==> config.mk <==
export PLATFORM = sky130hd
export DESIGN_NAME = calendar_clock_fat_stamp
export DESIGN_NICKNAME = d
export VERILOG_FILES = /design/src/rtl/ccfs_pkg.sv /design/src/rtl/calendar_clock_fat_stamp.sv /design/src/rtl/ccfs_next.sv
export SDC_FILE = /design/constraint.sdc
export NUM_CORES = 1
export LEC_CHECK = 0
export BUFFER_PORTS_ARGS = -buffer_cell sky130_fd_sc_hd__buf_2
export CAP_MARGIN = 40
export CORE_ASPECT_RATIO = 0.8
export CORE_UTILIZATION = 51
export DETAILED_ROUTE_END_ITERATION = 6
export PLACE_DENSITY = 0.81
export SYNTH_ARGS = -nofsm -noshare
export SYNTH_HDL_FRONTEND = slang
export SYNTH_SLANG_ARGS = --single-unit
==> constraint.sdc <==
create_clock -name aclk -period 7.04 [get_ports aclk]
set_input_delay 0.352 -clock aclk [delete_from_list [all_inputs] [get_ports aclk]]
set_output_delay 0.352 -clock aclk [all_outputs]
set_load 0.02 [all_outputs]
==> src/rtl/ccfs_pkg.sv <==
// ----------------------------------------------------------------------------
// ccfs_pkg
// Shared types, constants, the month length table and the stamp packing function for the calendar clock.
// ----------------------------------------------------------------------------
package ccfs_pkg;

    localparam int unsigned YEAR_W   = 12;
    localparam int unsigned YOFF_W   = 7;
    localparam int unsigned MONTH_W  = 4;
    localparam int unsigned DAY_W    = 5;
    localparam int unsigned HOUR_W   = 5;
    localparam int unsigned MINUTE_W = 6;
    localparam int unsigned SECOND_W = 6;
    localparam int unsigned STAMP_W  = 32;

    localparam logic [YEAR_W-1:0]   BASE_YEAR  = 12'd1980;
    localparam logic [SECOND_W-1:0] SECOND_MAX = 6'd59;
    localparam logic [MINUTE_W:0]   MINUTE_MAX = 7'd59;
    localparam logic [HOUR_W:0]     HOUR_MAX   = 6'd23;
    localparam logic [MONTH_W:0]    MONTH_MAX  = 5'd12;
    localparam logic [MONTH_W-1:0]  FEBRUARY   = 4'd2;

    // item kinds
    localparam logic KIND_TICK = 1'b0;
    localparam logic KIND_SET  = 1'b1;

    // calendar counters
    typedef struct packed {
        logic [YOFF_W-1:0]   year_offset;
        logic [MONTH_W-1:0]  month;
        logic [DAY_W-1:0]    day;
        logic [HOUR_W-1:0]   hour;
        logic [MINUTE_W-1:0] minute;
        logic [SECOND_W-1:0] second;
    } cal_t;

    // one input transaction
    typedef struct packed {
        logic                kind;
        logic [YEAR_W-1:0]   year;
        logic [MONTH_W-1:0]  month;
        logic [DAY_W-1:0]    day;
        logic [HOUR_W-1:0]   hour;
        logic [MINUTE_W-1:0] minute;
        logic [SECOND_W-1:0] second;
    } item_t;

    // days in a month; invalid months have length zero
    function automatic logic [DAY_W-1:0] month_length(
        input logic [MONTH_W-1:0] month,
        input logic [YOFF_W-1:0]  year_offset
    );
        logic [DAY_W-1:0] len;
        case (month)
            4'd1, 4'd3, 4'd5, 4'd7, 4'd8, 4'd10, 4'd12: len = 5'd31;
            4'd4, 4'd6, 4'd9, 4'd11:                    len = 5'd30;
            4'd2:                                       len = 5'd28;
            default:                                    len = 5'd0;
        endcase
        // leap year: offset from a leap base year divisible by four
        if (month == FEBRUARY && year_offset[1:0] == 2'b00) begin
            len = 5'd29;
        end
        return len;
    endfunction

    // packed date-time word
    function automatic logic [STAMP_W-1:0] fat_pack(input cal_t c);
        return {c.year_offset, c.month, c.day, c.hour, c.minute,
                c.second[SECOND_W-1:1]};
    endfunction

endpackage

==> src/rtl/calendar_clock_fat_stamp.sv <==
// ----------------------------------------------------------------------------
// calendar_clock_fat_stamp
// Real-time calendar clock with a packed date-time result per transaction.
// ----------------------------------------------------------------------------
// Usage:
//   Input channel (s_*): each transaction is a one-second tick (s_kind = 0)
//   or a set command (s_kind = 1) carrying year, month, day, hour, minute
//   and second. Result channel (m_*): exactly one result per input
//   transaction, in order: the packed date-time after that item and the
//   clock-valid flag. The stamp reads zero until the first set command.
//   Each transaction passes through the input register, then the result
//   register, from which its result is offered.
//   Throughput: one transaction per cycle while m_ready is high; the whole
//   cascade is settled between the two registers.
//   Reset (aresetn low, synchronous): counters clear to zero, the clock
//   reads as never set, both pipeline registers empty.
//   Stall: when m_ready is low the result register holds; the input
//   register still takes one more transaction, then s_ready drops until
//   the receiver drains the result.
// ----------------------------------------------------------------------------
module calendar_clock_fat_stamp
    import ccfs_pkg::*;
(
    input  logic                aclk,
    input  logic                aresetn,
    input  logic                s_valid,
    output logic                s_ready,
    input  logic                s_kind,
    input  logic [YEAR_W-1:0]   s_set_year,
    input  logic [MONTH_W-1:0]  s_set_month,
    input  logic [DAY_W-1:0]    s_set_day,
    input  logic [HOUR_W-1:0]   s_set_hour,
    input  logic [MINUTE_W-1:0] s_set_minute,
    input  logic [SECOND_W-1:0] s_set_second,
    output logic                m_valid,
    input  logic                m_ready,
    output logic [STAMP_W-1:0]  m_fat_stamp,
    output logic                m_clock_valid
);

    logic                in_valid_reg;
    item_t               in_item_reg;
    cal_t                cal_reg;
    cal_t                cal_next;
    logic                time_valid_reg;
    logic                time_valid_next;
    logic                out_valid_reg;
    logic [STAMP_W-1:0]  out_stamp_reg;
    logic [STAMP_W-1:0]  out_stamp_next;
    logic                out_clock_valid_reg;
    logic                advance;
    logic                s_fire;

    // pipeline flow control
    assign advance = in_valid_reg && (!out_valid_reg || m_ready);
    assign s_ready = !in_valid_reg || advance;
    assign s_fire  = s_valid && s_ready;

    // input register
    always_ff @(posedge aclk) begin
        if (!aresetn) begin
            in_valid_reg <= 1'b0;
        end else if (s_ready) begin
            in_valid_reg <= s_valid;
        end
        if (s_fire) begin
            in_item_reg <= '{kind: s_kind, year: s_set_year, month: s_set_month,
                             day: s_set_day, hour: s_set_hour,
                             minute: s_set_minute, second: s_set_second};
        end
    end

    ccfs_next u_next (
        .item (in_item_reg),
        .cur  (cal_reg),
        .nxt  (cal_next)
    );

    assign time_valid_next = time_valid_reg || (in_item_reg.kind == KIND_SET);
    assign out_stamp_next  = time_valid_next ? fat_pack(cal_next) : '0;

    // calendar state, committed as a transaction moves to the result register
    always_ff @(posedge aclk) begin
        if (!aresetn) begin
            cal_reg        <= '0;
            time_valid_reg <= 1'b0;
        end else if (advance) begin
            cal_reg        <= cal_next;
            time_valid_reg <= time_valid_next;
        end
    end

    // result register
    always_ff @(posedge aclk) begin
        if (!aresetn) begin
            out_valid_reg <= 1'b0;
        end else if (!out_valid_reg || m_ready) begin
            out_valid_reg <= in_valid_reg;
        end
        if (advance) begin
            out_stamp_reg       <= out_stamp_next;
            out_clock_valid_reg <= time_valid_next;
        end
    end

    assign m_valid       = out_valid_reg;
    assign m_fat_stamp   = out_stamp_reg;
    assign m_clock_valid = out_clock_valid_reg;

`ifndef NO_ASSERTIONS
    // once set, the clock stays set
    assert property (@(posedge aclk) disable iff (!aresetn)
        time_valid_reg |=> time_valid_reg)
        else $error("clock valid flag dropped");

    // an unset clock never shows a stamp
    assert property (@(posedge aclk) disable iff (!aresetn)
        (m_valid && !m_clock_valid) |-> (m_fat_stamp == '0))
        else $error("stamp nonzero while clock not set");

    // a tick always leaves the second counter in range
    assert property (@(posedge aclk) disable iff (!aresetn)
        (advance && in_item_reg.kind == KIND_TICK) |=> (cal_reg.second <= SECOND_MAX))
        else $error("second counter out of range after tick");

    // an item moved forward shows up as a result
    assert property (@(posedge aclk) disable iff (!aresetn)
        advance |=> out_valid_reg)
        else $error("advanced transaction lost");

    // a held input item is not dropped
    assert property (@(posedge aclk) disable iff (!aresetn)
        (in_valid_reg && !advance) |=> in_valid_reg)
        else $error("stalled input transaction dropped");
`endif

endmodule

==> src/rtl/ccfs_next.sv <==
// ----------------------------------------------------------------------------
// ccfs_next
// Next calendar state: load on a set transaction, carry cascade on a tick.
// ----------------------------------------------------------------------------
module ccfs_next
    import ccfs_pkg::*;
(
    input  item_t item,
    input  cal_t  cur,
    output cal_t  nxt
);

    logic                sec_carry;
    logic [MINUTE_W:0]   min_sum;
    logic                min_carry;
    logic [HOUR_W:0]     hour_sum;
    logic                hour_carry;
    logic [DAY_W:0]      day_sum;
    logic                day_carry;
    logic [MONTH_W:0]    month_sum;
    logic                month_carry;
    logic [DAY_W-1:0]    cur_len;
    logic [YEAR_W-1:0]   year_diff;
    cal_t                tick_cal;

    // tick cascade, the seconds stage adds one and each later stage adds the carry, then each checks its limit
    always_comb begin
        sec_carry   = (cur.second >= SECOND_MAX);
        min_sum     = {1'b0, cur.minute} + {{MINUTE_W{1'b0}}, sec_carry};
        min_carry   = (min_sum > MINUTE_MAX);
        hour_sum    = {1'b0, cur.hour} + {{HOUR_W{1'b0}}, min_carry};
        hour_carry  = (hour_sum > HOUR_MAX);
        day_sum     = {1'b0, cur.day} + {{DAY_W{1'b0}}, hour_carry};
        cur_len     = month_length(cur.month, cur.year_offset);
        day_carry   = (day_sum > {1'b0, cur_len});
        month_sum   = {1'b0, cur.month} + {{MONTH_W{1'b0}}, day_carry};
        month_carry = (month_sum > MONTH_MAX);

        tick_cal.second      = sec_carry ? '0 : cur.second + 6'd1;
        tick_cal.minute      = min_carry ? '0 : min_sum[MINUTE_W-1:0];
        tick_cal.hour        = hour_carry ? '0 : hour_sum[HOUR_W-1:0];
        tick_cal.day         = day_carry ? 5'd1 : day_sum[DAY_W-1:0];
        tick_cal.month       = month_carry ? 4'd1 : month_sum[MONTH_W-1:0];
        tick_cal.year_offset = month_carry ? cur.year_offset + 7'd1 : cur.year_offset;
    end

    // set load, year kept as a wrapping offset from the base year
    always_comb begin
        year_diff = item.year - BASE_YEAR;
        if (item.kind == KIND_SET) begin
            nxt.year_offset = year_diff[YOFF_W-1:0];
            nxt.month       = item.month;
            nxt.day         = item.day;
            nxt.hour        = item.hour;
            nxt.minute      = item.minute;
            nxt.second      = item.second;
        end else begin
            nxt = tick_cal;
        end
    end

endmodule
==> flow_metrics.py, run 1 <==
metrics = {
    "status": {
        "status": "completed",
    },
    "synthesis": {
        "synth.yosys.seq_area_share_pct": 55.4,
        "ys_warn_count": 0,
        "post_synth_inst_count": 475,
        "post_synth_edffs": 67,
        "yosysUniqueCellTypes": 61,
        "synthSimpleGateAreaFrac_pct": 16.1,
        "synth.ff_latch_count": 106,
        "leading_area_contributor_after_synthesis": "edfxtp_1",
        "synth_nets": 536,
        "yosysTopAreaCellShare_pct": 39.9,
        "synthXorXnorAreaFrac_pct": 4.00,
        "post_synthesis_cell_area_um2": 5040,
        "dominant_combinational_cell_family_by_area_after_synthesis": "compound AO/OA/AOI/OAI gates",
        "ys_async_sr_fraction_pct": 0,
        "post_synth.cell_area_avg_um2": 10.6,
        "synth_ff_type": "edfxtp_1",
        "synth_compound_area_share_pct": 16.3,
        "post_synth_main_area_contributors": "edfxtp_1 (40%), dfxtp_1 (15%), ha_1 (4.5%)",
        "muxShareOfSynthArea_pct": 0.223,
        "synth-adder-area-share_pct": 4.47,
    },
    "die": {
        "die_x_um": 113,
        "dieArea_um2": 10300,
        "floorplan.initialDensity_pct": 52.5,
        "design.core.area_um2": 9610,
        "die-height_um": 90.9,
        "placementRows": 32,
        "ios": 78,
    },
    "hold_path": {
        "min-delay-path-class": "in -> reg",
    },
    "clocking": {
        "cts.sinks": 106,
        "tritoncts": "yes",
        "clk_latency_ns": 0.35,
        "clock_tree.buffer_depth": 2,
        "clk_root_buffer_cell": "clkbuf_16",
        "ctsHoldBuffers": 0,
        "h-tree-depth": 3,
        "cts.clk_slew.worst_paths_ns": 0.07,
        "cts_buffers": 9,
    },
    "power": {
        "power.share.clock_pct": 37.0,
        "cellLeakagePower_nw": 2.22,
        "power.density_nw_per_um2": 244,
        "vdd_ir_drop_max_mv": 0.151,
        "total_switching_power_mw": 0.352,
        "switching_share_of_power_pct": 24.6,
        "post-layout-total-power_mw": 1.43,
        "combPwrFrac_pct": 12.1,
        "power.internal_mw": 1.08,
        "power_frac_seq_pct": 50.9,
    },
    "critical_path": {
        "critPathCaptureType": "register",
        "crit_path_top_delay_cell": "or4_1",
        "timing.critical_path.slowest_cell_delay_ns": 0.53,
        "setup.worst_path.class": "reg -> reg",
        "startpoint_type": "register",
        "timing.critical_path.arrival_ns": 6.91,
        "critical_path_peak_fanout": 8,
        "critical-path-top-cell-by-count": "ha_1",
        "crit_required_ns": 7.29,
    },
    "routing": {
        "routedWlPerCell_um": 16.0,
        "routed_wl_mm": 10.6,
        "drt-initial-drc-count": 353,
        "drt_drc_violations_left": 0,
        "number_of_antenna_violating_nets_in_the_routed_design": 0,
        "vias": 3882,
        "drtPass1Iterations": 5,
        "drt-vias-per-instance": 5.84,
    },
    "sta": {
        "report.final.slew_viol_count": 0,
        "period_share_pct": 94.6,
        "setup_slack_ns": 0.379,
        "setup_viol_count_final": 0,
        "hold_viol": 0,
        "max_freq_mhz": 150,
        "max_slew.worst_pin.slew_ns": 0.766,
        "finClkSkew_ns": 0.00572,
        "post-route-min-period_ns": 6.66,
        "max-slew-margin-rel_pct": 48.8,
    },
    "final_layout": {
        "net_count_final": 602,
        "synthToLayoutAreaGrowth_pct": 16.5,
        "final_core_util_pct": 61.1,
        "layout-drive-gt1-share_pct": 22.2,
        "antenna-diode-count": 0,
        "largest_register_ff_count": 34,
    },
    "place": {
        "gp_routability_congestion": 0.837,
        "place.detailed.hpwl_mm": 6.72,
        "preCtsSetupSlack_ns": 0.0782,
        "port_buffers": 72,
    },
    "global_route": {
        "globalRouteOverflowTotal": 0,
        "grt_max_degree": 69,
        "combined_global_route_utilization_of_all_metal_layers_pct": 22.1,
        "grt_pass1_wl_mm": 17.7,
        "number_of_global_route_vias_before_repair": 3703,
        "grt_antenna_before_repair": 0,
    },
    "run": {
        "cap_viol_max_count": 0,
    },
}
[kinds of logic (layout without fill, tap and decap cells)]
| family | Yosys count | count (layout) |
|---|---|---|
| buffers and inverters | 39 | 110 |
| XOR/XNOR | 23 | 23 |
| adder cells (fa/ha/maj) | 18 | 18 |
| AND/OR/NAND/NOR | 157 | 157 |
| multiplexers | 1 | 1 |
| flip-flops | 106 | 106 |
| AO/OA/AOI/OAI | 131 | 131 |
[cell usage in the layout, fill, tap and decap left out, drive strengths merged, types with 2 or more instances in the layout]
cell	n
or2	2
o31ai	5
buf	83
nand3b	2
nor3b	5
o22ai	2
nor4	3
a31oi	3
o211ai	6
xor2	9
edfxtp	67
a211oi	6
nand2	39
dfxtp	39
nor3	7
nor2	42
o2bb2ai	2
clkinv	4
nand4	8
a21oi	43
ha	18
o41ai	6
nand2b	5
nor2b	2
bufinv	2
inv	11
and3	4
and2	8
or4	2
o21ai	37
a22oi	4
o21a	3
o2111ai	2
a32o	4
clkbuf	9
nand3	22
xnor2	14
[final timing paths]
kind                   from              end  slack (ns)  cells after the start
min reg2reg     cal_reg[17]      cal_reg[17]        0.47                      2
min          s_set_month[0]  in_item_reg[22]        0.17                      1
max              cal_reg[0]         register        0.38                     31
max reg2reg      cal_reg[0]         register        0.38                     31
[routing by layer]
layer / part of all wire, % / wire [µm] / up-vias / GRT usage [%]
li1: - / - / 1899 / -
met1: 47 / 5020 / 1842 / 30.1
met2: 45 / 4820 / 128 / 33.6
met3: 5.9 / 627 / 13 / 5.91
met4: 1.3 / 140 / 0 / 8.44
met5: 0 / 0 / - / 0
[power groups by stage]
stage / sequential [mW] / combinational, mW / clock, mW
CTS: 0.726 / 0.168 / 0.541
detailed placement: 0.739 / 0.166 / 0
finish: 0.728 / 0.173 / 0.530
global placement: 0.738 / 0.160 / 0
global route: 0.732 / 0.193 / 0.564
floorplan: 0.745 / 0.110 / 0
[synthesized netlist by cell type (2+ instances only)]
cell type  instances
a211oi_1           5
a21oi_1           43
a22oi_1            4
a31oi_1            3
a32o_1             4
and2_1             8
and3_1             4
buf_2              2
clkbuf_1          22
clkbuf_8           2
dfxtp_1           39
edfxtp_1          67
ha_1              18
inv_1             10
nand2_1           39
nand2b_1           5
nand3_1           21
nand3b_1           2
nand4_1            7
nor2_1            42
nor2b_1            2
nor3_1             7
nor3b_1            4
nor4_1             2
o2111ai_1          2
o211ai_1           6
o21a_1             3
o21ai_0           36
o22ai_1            2
o2bb2ai_1          2
o31ai_1            5
o41ai_1            6
or4_1              2
xnor2_1           14
xor2_1             9
[metrics by stage]
step	setup TNS [ns]	hold WS, ns	area [µm²]	cells
after floorplan	0	0.441	5040	475
after global placement	0	0.451	5500	649
after detailed placement	0	0.460	5500	649
after CTS	0	0.159	5820	665
after global routing	-0.156	0.155	5870	665
final	0	0.172	5870	665
[area by class of cell]
| class | instances | area, µm² |
|---|---|---|
| flip-flops and latches | 106 | 2800 |
| fillers | 783 | 3730 |
| clock buffers | 9 | 225 |
| clock inverters | 7 | 92.6 |
| well taps | 119 | 149 |
| inverters | 11 | 41.3 |
| multi-input cells | 330 | 2130 |
| repair buffers | 83 | 443 |
[repair_timing]
action / 4_1_cts / 5_1_grt
pin swaps: 0 / 1
endpoints found under the hold margin: 0 / 0
resized for setup: 1 / 11
setup buffers: 0 / 0
setup endpoints to repair: 1 / 22
[worst max-delay path: cells and delay by family, from the launching register on]
kind / cells / cell delay, ns
fa+ha+maj: 10 / 2.21
flops: 1 / 0.37
compound gates: 10 / 1.76
buf+inv: 1 / 0.14
xor+xnor: 1 / 0.17
simple gates: 9 / 1.92
No activity file was read; power rests on OpenSTA's default activity.
==> run 2, diff against run 1 <==
--- a/config.mk
+++ b/config.mk
@@ -8,6 +8,7 @@
 export BUFFER_PORTS_ARGS = -buffer_cell sky130_fd_sc_hd__buf_2
 export CAP_MARGIN = 40
 export CORE_ASPECT_RATIO = 0.8
+export CORE_MARGIN = 5
 export CORE_UTILIZATION = 51
 export DETAILED_ROUTE_END_ITERATION = 6
 export PLACE_DENSITY = 0.81
==> run 2 against run 1 <==
Sequential cell count did not move; sequential power barely moved; clock power fell by 8.5%.
==> flow_metrics.py, run 2 (same netlist as run 1, synthesis figures left out) <==
metrics = {
    "status": {
        "status": "completed",
    },
    "power": {
        "post-layout-total-power_mw": 1.38,
        "cellLeakagePower_nw": 2.22,
        "power.density_nw_per_um2": 236,
        "vdd_ir_drop_max_mv": 0.153,
    },
    "critical_path": {
        "critical_path.n_buffers_inverters": 1,
        "setup.worst_path.class": "reg -> reg",
        "critPathCaptureType": "register",
        "crit_path_top_delay_cell": "or4_1",
        "reg2reg_depth": 31,
        "timing.critical_path.slowest_cell_delay_ns": 0.52,
        "timing.critical_path.depth": 31,
        "timing.critical_path.arrival_ns": 6.91,
        "path_delay_family": "adder cells",
        "critical_path_peak_fanout": 7,
        "crit_required_ns": 7.28,
        "startpoint_type": "register",
        "critical-path-top-cell-by-count": "ha_1",
    },
    "global_route": {
        "grt_antenna_before_repair": 0,
        "grt_max_degree": 69,
        "number_of_global_route_vias_before_repair": 3786,
        "combined_global_route_utilization_of_all_metal_layers_pct": 18.3,
        "globalRouteOverflowTotal": 0,
        "grt_pass1_wl_mm": 17.7,
    },
    "routing": {
        "drtPass1Iterations": 5,
        "vias": 3931,
        "routed-wl-met3_um": 848,
        "met1_wl_mm": 4.95,
        "routedWlPerCell_um": 16.0,
        "drt_drc_violations_left": 0,
        "drt-initial-drc-count": 342,
        "wl_met2_mm": 5.03,
        "number_of_antenna_violating_nets_in_the_routed_design": 0,
        "drt-vias-per-instance": 5.75,
        "routed_wl_mm": 10.9,
        "highest-signal-layer": "met4",
    },
    "sta": {
        "max_slew.worst_pin.slew_ns": 0.752,
        "report.final.slew_viol_count": 0,
        "setup_viol_count_final": 0,
        "finClkSkew_ns": 0.00952,
        "max_freq_mhz": 150,
        "post-route-min-period_ns": 6.67,
        "rsz_0062_raised_after_global_routing": "no",
        "setup_slack_ns": 0.370,
        "finalSetupTns_ns": 0,
        "max-slew-margin-rel_pct": 49.7,
        "period_share_pct": 94.8,
        "hold_viol": 0,
    },
    "final_layout": {
        "synthToLayoutAreaGrowth_pct": 16.3,
        "num-fill-cells": 748,
        "most-common-layout-cells": "buf_2 (72), edfxtp_1 (67), nor2_1 (42), a21oi_1 (42), nand2_1 (39)",
        "antenna-diode-count": 0,
        "ff_latch_area_um2": 2790,
        "largest_register_ff_count": 34,
        "layout-drive-gt1-share_pct": 21.5,
        "commonest_non_fill_non_tap_cell_in_the_layout": "buf_2",
        "net_count_final": 604,
        "multi_input_logic_area_um2": 2120,
    },
    "die": {
        "placementRows": 32,
        "dieArea_um2": 12000,
        "die-height_um": 98.9,
        "die_x_um": 121,
        "design.core.area_um2": 9650,
        "floorplan.initialDensity_pct": 52.2,
        "ios": 78,
    },
    "clocking": {
        "cts.clk_slew.worst_paths_ns": 0.07,
        "clk_latency_ns": 0.35,
        "cts.sinks": 106,
        "clk_root_buffer_cell": "clkbuf_16",
        "tritoncts": "yes",
        "h-tree-depth": 3,
        "cts_buffers": 9,
        "ctsHoldBuffers": 0,
        "clock_tree.buffer_depth": 2,
    },
    "run": {
        "cap_viol_max_count": 0,
    },
    "place": {
        "place.detailed.hpwl_mm": 7.12,
        "preCtsSetupSlack_ns": 0.110,
        "port_buffers": 72,
        "gp_routability_congestion": 0.914,
    },
    "hold_path": {
        "timing.hold.worst_path_depth": 1,
        "min-delay-path-class": "in -> reg",
    },
}
## run 2: cell count changes in the layout (fill, tap and decap cells not counted), sizes merged
cell    previous run  this run
buf               83        85
bufinv             2         1
clkbuf             9        13
clkinv             4         2
inv               11        10
## run 2: through the flow
| step | utilization (%) | hold slack, ns | area, µm² | instances |
|---|---|---|---|---|
| after detailed placement | 57.4 | 0.465 | 5530 | 668 |
| final | 60.7 | 0.172 | 5860 | 684 |
| after global placement | 57.4 | 0.450 | 5530 | 668 |
| after CTS | 60.3 | 0.163 | 5820 | 684 |
| after global routing | 60.7 | 0.160 | 5860 | 684 |
| after floorplan | - | 0.441 | 5040 | 475 |
## run 2: where the power goes
group	switching (mW)	total, mW	internal [mW]
sequential	0.0258	0.728	0.702
combinational	0.106	0.171	0.0655
clock	0.209	0.485	0.276
## run 2: per-layer routing
layer | up-vias | track usage [%]
met2 | 162 | 28.5
met1 | 1857 | 24.2
met5 | - | 0
met3 | 18 | 6.31
li1 | 1894 | -
met4 | 0 | 5.43
## run 2: what timing repair did
item | CTS | global route
setup buffers | 0 | 0
setup endpoints to repair | 0 | 19
gates resized for setup | 0 | 9
## run 2: final cells by class
cell class / count / area share [%]
Clock buffer: 13 / 4.10
Sequential cell: 106 / 47.7
Tap cell: 136 / 2.90
Inverter: 11 / 0.704
Clock inverter: 3 / 0.726
Multi-Input combinational cell: 330 / 36.1
Timing Repair Buffer: 85 / 7.81
## run 2: path summary, 6_finish.rpt
| path | end | slack, ns | start |
|---|---|---|---|
| min | in_item_reg[17] | 0.17 | s_set_day[0] |
| min reg2reg | cal_reg[17] | 0.47 | cal_reg[17] |
| max | register | 0.37 | cal_reg[1] |
| max reg2reg | register | 0.37 | cal_reg[1] |
